[config.mk]
export PLATFORM = sky130hd
export DESIGN_NAME = gaf_ctrl
export DESIGN_NICKNAME = d
export VERILOG_FILES = /design/src/rtl/core/gaf_pkg.sv /design/src/rtl/core/gaf_ctrl.sv
export SDC_FILE = /design/constraint.sdc
export NUM_CORES = 1
export LEC_CHECK = 0
export BUFFER_PORTS_ARGS = -buffer_cell sky130_fd_sc_hd__buf_2
export CORE_MARGIN = 4
export CORE_UTILIZATION = 25
export CTS_BUF_LIST = sky130_fd_sc_hd__clkbuf_16
export DETAILED_ROUTE_END_ITERATION = 10
export GPL_ROUTABILITY_DRIVEN = 0
export SYNTH_ARGS = -nofsm -noshare
export SYNTH_HDL_FRONTEND = slang
export SYNTH_SLANG_ARGS = --single-unit
export TNS_END_PERCENT = 1
[constraint.sdc]
create_clock -name clock -period 3.75 [get_ports clock]
set_clock_uncertainty 0.1 [all_clocks]
set_input_delay 0.1875 -clock clock [delete_from_list [all_inputs] [get_ports clock]]
set_output_delay 0.1875 -clock clock [all_outputs]
set_load 0.01 [all_outputs]
[src/rtl/core/gaf_pkg.sv]
// Shared types, constants and helpers of the grid A* path finder.
package gaf_pkg;

   // grid geometry
   localparam int GRID_W  = 64;
   localparam int GRID_H  = 32;
   localparam int X_W     = $clog2(GRID_W);
   localparam int Y_W     = $clog2(GRID_H);
   localparam int ADDR_W  = X_W + Y_W;
   localparam int COL_W   = X_W + 1;
   localparam int ROW_W   = Y_W + 1;
   localparam int COST_W  = ADDR_W + 1;
   localparam int LEN_W   = 11;
   localparam int DIR_W   = 3;
   localparam int WALL_W  = 4;
   localparam int CMD_W   = 2;

   // configuration port
   localparam int CSR_IDX_W  = 1;
   localparam int CSR_DATA_W = 7;
   localparam logic [CSR_IDX_W-1:0] CSR_COLS = 1'd0;
   localparam logic [CSR_IDX_W-1:0] CSR_ROWS = 1'd1;
   localparam logic [COL_W-1:0] COLS_RESET = COL_W'(40);
   localparam logic [ROW_W-1:0] ROWS_RESET = ROW_W'(30);

   // command codes
   localparam logic [CMD_W-1:0] CMD_LOAD  = 2'd0;
   localparam logic [CMD_W-1:0] CMD_SOLVE = 2'd1;
   localparam logic [CMD_W-1:0] CMD_READ  = 2'd2;
   localparam logic [CMD_W-1:0] CMD_NOP   = 2'd3;

   // parent direction codes
   localparam logic [DIR_W-1:0] DIR_NONE  = 3'd0;
   localparam logic [DIR_W-1:0] DIR_LEFT  = 3'd1;
   localparam logic [DIR_W-1:0] DIR_UP    = 3'd2;
   localparam logic [DIR_W-1:0] DIR_RIGHT = 3'd3;
   localparam logic [DIR_W-1:0] DIR_DOWN  = 3'd4;

   // neighbour visiting order
   localparam logic [1:0] NB_LEFT  = 2'd0;
   localparam logic [1:0] NB_UP    = 2'd1;
   localparam logic [1:0] NB_RIGHT = 2'd2;
   localparam logic [1:0] NB_DOWN  = 2'd3;

   // wall bit positions
   localparam int WALL_TOP    = 0;
   localparam int WALL_RIGHT  = 1;
   localparam int WALL_BOTTOM = 2;
   localparam int WALL_LEFT   = 3;

   typedef struct packed {
      logic [COST_W-1:0] cost;   // g + 1, zero when unreached
      logic [DIR_W-1:0]  par;
      logic              closed;
   } node_type;

   typedef enum logic [3:0] {
      ST_INIT,
      ST_IDLE,
      ST_READ,
      ST_CLEAR,
      ST_SEED,
      ST_SCAN,
      ST_DRAIN,
      ST_PICK,
      ST_NB_ADDR,
      ST_NB_EVAL,
      ST_DONE
   } ctrl_state_type;

   typedef struct packed {
      logic init_clear;
      logic node_clear;
      logic wall_wr;
      logic rd_issue;
      logic solve_start;
      logic seed;
      logic scan_start;
      logic scan_step;
      logic pick_close;
      logic set_found;
      logic nb_issue;
      logic nb_update;
      logic nb_next;
      logic rsp_load;
      logic rsp_read;
   } ctrl_cmd_type;

   typedef struct packed {
      logic slot_free;
      logic clr_last;
      logic range_bad;
      logic scan_last;
      logic any_open;
      logic at_goal;
      logic nb_ok;
      logic dir_last;
   } ctrl_sts_type;

   function automatic logic [ADDR_W-1:0] cell_addr(input logic [X_W-1:0] x,
                                                   input logic [Y_W-1:0] y);
      cell_addr = {y, x};
   endfunction

   function automatic logic [X_W-1:0] abs_diff_x(input logic [X_W-1:0] a,
                                                 input logic [X_W-1:0] b);
      abs_diff_x = (a > b) ? (a - b) : (b - a);
   endfunction

   function automatic logic [Y_W-1:0] abs_diff_y(input logic [Y_W-1:0] a,
                                                 input logic [Y_W-1:0] b);
      abs_diff_y = (a > b) ? (a - b) : (b - a);
   endfunction

endpackage

[src/rtl/core/gaf_ctrl.sv]
// Controller state machine of the grid A* path finder.
module gaf_ctrl (
   input  logic                  clock,
   input  logic                  reset,
   input  logic                  req_valid,
   output logic                  req_stall,
   input  logic [gaf_pkg::CMD_W-1:0] req_cmd,
   input  gaf_pkg::ctrl_sts_type sts,
   output gaf_pkg::ctrl_cmd_type cmd
);
   import gaf_pkg::*;

   ctrl_state_type state_ff, state_in;
   logic           accept;

   assign req_stall = !((state_ff == ST_IDLE) && sts.slot_free);
   assign accept    = req_valid && !req_stall;

   // hold state
   always_ff @(posedge clock) begin
      if (reset) begin
         state_ff <= ST_INIT;
      end else begin
         state_ff <= state_in;
      end
   end

   // next state and commands
   always_comb begin
      state_in = state_ff;
      cmd      = '0;
      unique case (state_ff)
         ST_INIT: begin
            cmd.init_clear = 1'b1;
            if (sts.clr_last) begin
               state_in = ST_IDLE;
            end
         end
         ST_IDLE: begin
            if (accept) begin
               unique case (req_cmd)
                  CMD_LOAD: begin
                     cmd.wall_wr  = 1'b1;
                     cmd.rsp_load = 1'b1;
                  end
                  CMD_SOLVE: begin
                     cmd.solve_start = 1'b1;
                     state_in        = ST_CLEAR;
                  end
                  CMD_READ: begin
                     cmd.rd_issue = 1'b1;
                     state_in     = ST_READ;
                  end
                  default: begin
                     cmd.rsp_load = 1'b1;
                  end
               endcase
            end
         end
         ST_READ: begin
            cmd.rsp_load = 1'b1;
            cmd.rsp_read = 1'b1;
            state_in     = ST_IDLE;
         end
         ST_CLEAR: begin
            cmd.node_clear = 1'b1;
            if (sts.clr_last) begin
               state_in = ST_SEED;
            end
         end
         ST_SEED: begin
            if (sts.range_bad) begin
               state_in = ST_DONE;
            end else begin
               cmd.seed       = 1'b1;
               cmd.scan_start = 1'b1;
               state_in       = ST_SCAN;
            end
         end
         ST_SCAN: begin
            cmd.scan_step = 1'b1;
            if (sts.scan_last) begin
               state_in = ST_DRAIN;
            end
         end
         ST_DRAIN: begin
            state_in = ST_PICK;
         end
         ST_PICK: begin
            priority if (!sts.any_open) begin
               state_in = ST_DONE;
            end else if (sts.at_goal) begin
               cmd.set_found = 1'b1;
               state_in      = ST_DONE;
            end else begin
               cmd.pick_close = 1'b1;
               state_in       = ST_NB_ADDR;
            end
         end
         ST_NB_ADDR: begin
            priority if (sts.nb_ok) begin
               cmd.nb_issue = 1'b1;
               state_in     = ST_NB_EVAL;
            end else if (sts.dir_last) begin
               cmd.scan_start = 1'b1;
               state_in       = ST_SCAN;
            end else begin
               cmd.nb_next = 1'b1;
            end
         end
         ST_NB_EVAL: begin
            cmd.nb_update = 1'b1;
            if (sts.dir_last) begin
               cmd.scan_start = 1'b1;
               state_in       = ST_SCAN;
            end else begin
               cmd.nb_next = 1'b1;
               state_in    = ST_NB_ADDR;
            end
         end
         ST_DONE: begin
            if (sts.slot_free) begin
               cmd.rsp_load = 1'b1;
               state_in     = ST_IDLE;
            end
         end
         default: begin
            state_in = ST_INIT;
         end
      endcase
   end

endmodule

# [Word-level counts from Yosys, hierarchy flattened]
# Cells that the tools add are included.
[totals] ff_bits=4 inputBits=13 out_inout_bits=16
[classes] n_eq_ne=19 muxes=41 n_reduce_logical=7
[op_table] cell="case mux 4 bit (11 select lines)" n=1
[op_table] cell="2-to-1 mux 4 bit" n=10
[op_table] cell="2-to-1 mux 1 bit" n=20
[op_table] cell="== test 4 x 3 -> 1 bit, second input constant" n=4
[op_table] cell="== test 4 bit, second input constant" n=3
[op_table] cell="inequality test 2 bit, second input constant" n=5
[op_table] cell="== test 4 x 2 -> 1 bit, second input constant" n=2
[op_table] cell="2-to-1 mux 2 bit" n=4
[op_table] cell="case mux 4 bit (2 select lines)" n=1
[op_table] cell="AND reduction 7 bit" n=1
[op_table] cell="2-to-1 mux 3 bit" n=2
[op_table] cell="case mux 1 bit (3 select lines)" n=2
[op_table] cell="== test 4 x 1 -> 1 bit, second input constant" n=1
[op_table] cell="logical NOT 4 bit" n=1
[op_table] cell="inequality test 3 x 1 -> 1 bit, second input constant" n=1
[op_table] cell="inequality test 3 bit, second input constant" n=1
[op_table] cell="== test 2 x 1 -> 1 bit, second input constant" n=1
[op_table] cell="== test 2 bit, second input constant" n=1
[op_table] cell="logical AND 1 bit" n=2
[op_table] cell="logical NOT 2 bit" n=1
[op_table] cell="case mux 1 bit (2 select lines)" n=1
[op_table] cell="OR reduction 2 bit" n=1
[op_table] cell="logical NOT 1 bit" n=1

# [Logic depth before layout (Yosys ltp)]
[depth] word_depth=5 ltp_mapped=6 mapped_depth_nobuf=6

# [Least setup slack after synthesis]
# No wires, ideal clock.
[synth_path] path_type="flip-flop to flip-flop" startpoint="register state_ff[3]" endpoint="register state_ff[1]" setup_ns=0.121 t_arrival_ns=1.558 required_time_ns=3.529 slack_ns=1.971 path_stages_with_launch=6 n_path_buf=1 synth_period_minus_slack_ns=1.779 path_cell_list="dfxtp_1 -> or3b_1 -> buf_2 -> nor4_1 -> or4_4 -> mux2_4"
[synth_between] elab_chain_cells=5 elab_cells_between_ends=22 classes_between="17 x eq/ne; 1 x mux; 4 x reduce/logical"
[synth_rtl] element="start: declaration" line="gaf_ctrl.sv:13" source="ctrl_state_type state_ff, state_in;"
[synth_rtl] element="start signal: assignment" line="gaf_ctrl.sv:24" source="state_ff <= state_in;"
[synth_rtl] element="== test 4 x 1 -> 1 bit" line="gaf_ctrl.sv:16, gaf_ctrl.sv:32"
[synth_rtl] element="logical AND 1 bit" line="gaf_ctrl.sv:16" source="assign req_stall = !((state_ff == ST_IDLE) && sts.slot_free);"
[synth_rtl] element="logical AND 1 bit" line="gaf_ctrl.sv:17" source="assign accept = req_valid && !req_stall;"
[synth_rtl] element="inequality test 2 bit (no line)"
[synth_rtl] element="AND reduction 7 bit (no line)"
# Several ways; a longest one is shown, not always the timed one.
# A chain may end at the register's enable or synchronous reset.

==> key figures <==
Status
  – Outcome: finished clean

Cells and area
  – Biggest regs: state_ff x4
  – Finished Cell Area: around 840 um2
  – Top reg by flops: state_ff
  – Post-layout util: 36.5%
  – Largest register FFs: 4
  – Nets: 128
  – Share of cells above drive strength 1: a little over a third
  – # fillers: between 200 and 250
  – Ant. Diodes: 0
  – Layout area overhead: 33.4%

STA
  – Setup violators final: 0
  – Final hold viol count: 0
  – Final setup margin: between 1.5 and 2 ns
  – Post-route minimum period: 2.21 ns
  – Sum of negative setup slack: 0 ns
  – Slew Viols, Final: 0
  – Worst-margin pin slew: ~0.62 ns
  – Rel. slew slack: ~60%
  – Maximum clock frequency: approximately 450 MHz
  – Period utilisation layout: between 50% and 60%
  – RSZ-0062 raised after global routing: false

Logic synthesis
  – Synth Flop Type: dfxtp_1
  – Post-synth top area share: about an eighth
  – Mapped Area: approximately 630 um2
  – Netlist cell types: between 40 and 50
  – Yosys reg bits: 4
  – Average size of a mapped cell: 7.40 um2
  – Net Count, Synth: ~100
  – EDFF count, synth: 0
  – Synth warn: 0
  – Sequential fraction of the synthesis area: approximately 13%
  – Asr flop ratio synth: 0%
  – Yosys top cell by area: dfxtp_1
  – Cells after Synth: 85
  – Top post-synthesis cells by area: dfxtp_1, ha_1, nor2_1, a31oi_1, nand2b_1

Placed design
  – Placement Setup Slack: ~1.6 ns
  – Detailed Place HPWL: around 1400 um
  – Port Buffers: 28
  – Post-DP Area: around 760 um2

Critical path
  – Worst endpoint required time: approximately 3.5 ns
  – Slowest Stage Delay on Critical Path: between 0.7 and 0.8 ns
  – FF-to-FF End: state_ff[1]
  – Startpoint types: register
  – Worst-path fanout max: 21
  – R2R setup slack: between 1.5 and 2 ns
  – CP Cell Sequence: or4b_1, nor2_1, and2_1, buf_2
  – CP startpoint: state_ff[0]
  – Crit path max-delay cell type: dfxtp_1
  – CP Capture Type: output port
  – Reg2Reg Depth: 4
  – Critical path type: register to output port
  – Critical R2R Launch: state_ff[0]
  – Crit path arrival time: 1.93 ns

Clocking
  – Clock Path Buffers: 2
  – Post-CTS Hold Buffers: 0
  – Clk root buf: clkbuf_16
  – H-tree Lvls: 1
  – Clk_lat worst skew: between 0.2 and 0.25 ns
  – CTS buffer count: 3
  – Num Clock Sinks: 4
  – Cts repair resizes: 0
  – Post-CTS Setup Inserts: 0
  – TritonCTS clock tree: done
  – Clock Pin Slew Worst Setup and Hold Paths: ~0.030 ns

GRT
  – Vias in the first global route: ~630
  – Grt total ovfl: 0
  – Largest net degree at the start of global routing: 22
  – GRT Util Overall: around a tenth
  – Initial antenna violation count: 0
  – Global-route wire length before repair: 2820 um

Route
  – WL final: roughly 1700 um
  – Drt wl/cell: between 10 and 15 um
  – DR DRC count: 0
  – Via count: 690
  – Drt initial violations: 12
  – First-pass DRT Iterations: 4
  – Detail Route Antenna Nets: 0
  – Via density: approximately 5

Hold path
  – Worst hold path type: input pin to register
  – Worst Hold Depth: 2
  – Worst Hold End: state_ff[2]
  – Hold Path Origin: reset

Run
  – Max_cap viols: 0

Floorplan
  – IO Pins: 29
  – Row cnt: 17
  – Die Y: 58.2 um
  – Core area: 2300 um2
  – Die Area: about 3400 um2
  – Initial core utilization: between 20% and 30%
  – Die width: about 58 um

Power
  – Leak: ~0.00036 uW
  – Total power draw: 444 uW
  – Cell Pwr Density: 529 nW/um2
  – Worst VDD drop: around 0.0004 V
==> worst max-delay path, delay by kind of cell, from the launching register on <==
kind / cells / cell delay (ns)
AND/OR/NAND/NOR: 3 / 0.87
flip-flops: 1 / 0.71
buffers and inverters: 1 / 0.12
==> cell families after synthesis <==
logic type	count (synthesis)	share of synthesized area [%]
compound gates	18	20.1
fa+ha+maj	3	5.96
buf+inv	10	8.75
flops	4	12.7
mux	2	3.98
simple gates	48	48.5
==> cells in the mapped netlist, drive strengths merged, types with 2 or more instances <==
cell type  instances
a211oi             2
a21oi              2
a31oi              4
and2               3
buf                4
clkbuf             2
dfxtp              4
ha                 3
inv                4
nand2              6
nand2b             4
nor2               8
nor2b              2
nor3               5
nor3b              2
nor4               4
o21ai              2
o21bai             2
o22ai              2
or2b               4
or3b               2
or4                2
==> metal layers <==
layer	vias to the layer above	global-route usage, %	wire (um)
met5	-	0	0
met4	0	2.98	0
met3	0	3.79	129
met2	20	15.3	755
met1	303	14.8	849
li1	367	-	-
==> worst max path at each step <==
stage                  endpoint  slack [ns]  cells past startpoint
finish                  cmd[11]        1.54                      4
global route             cmd[1]        1.38                      5
CTS                     cmd[11]        1.55                      4
detailed placement  state_ff[1]        1.59                      4
global placement    state_ff[1]        1.64                      4
floorplan           state_ff[1]        1.97                      5
==> area by class of cell <==
class	instances	area, um2	share of cell area, %
Inverter	4	15.0	1.79
Clock buffer	3	75.1	8.94
Tap cell	28	35.0	4.17
Multi-Input combinational cell	71	494	58.9
Timing Repair Buffer	28	140	16.7
Sequential cell	4	80.1	9.54
==> stage by stage <==
| step | hold WS, ns | cells |
|---|---|---|
| after global routing | 0.115 | 138 |
| final | 0.102 | 138 |
| after global placement | 0.333 | 135 |
| after CTS | 0.101 | 138 |
| after floorplan | 0.152 | 85 |
| after detailed placement | 0.333 | 135 |
==> power by group <==
group	internal (uW)	total (uW)	switching [uW]
clock network	136	165	28.6
logic	91.3	181	89.6
registers	53.0	98.6	45.6
==> cells in the final DEF (no fill, tap or decap), types with 2 or more instances in the layout <==
cell type,instances
nand2_1,6
inv_1,4
a21oi_1,2
o21bai_1,2
nand2b_1,4
nor2_1,8
buf_2,28
nor4_1,4
or3b_1,2
nor3_1,4
o22ai_1,2
a31oi_1,4
clkbuf_16,3
ha_1,3
or2b_1,2
and2_1,3
nor2b_1,2
nor3b_1,2
dfxtp_1,4
No activity file was read; power rests on OpenSTA's default activity.
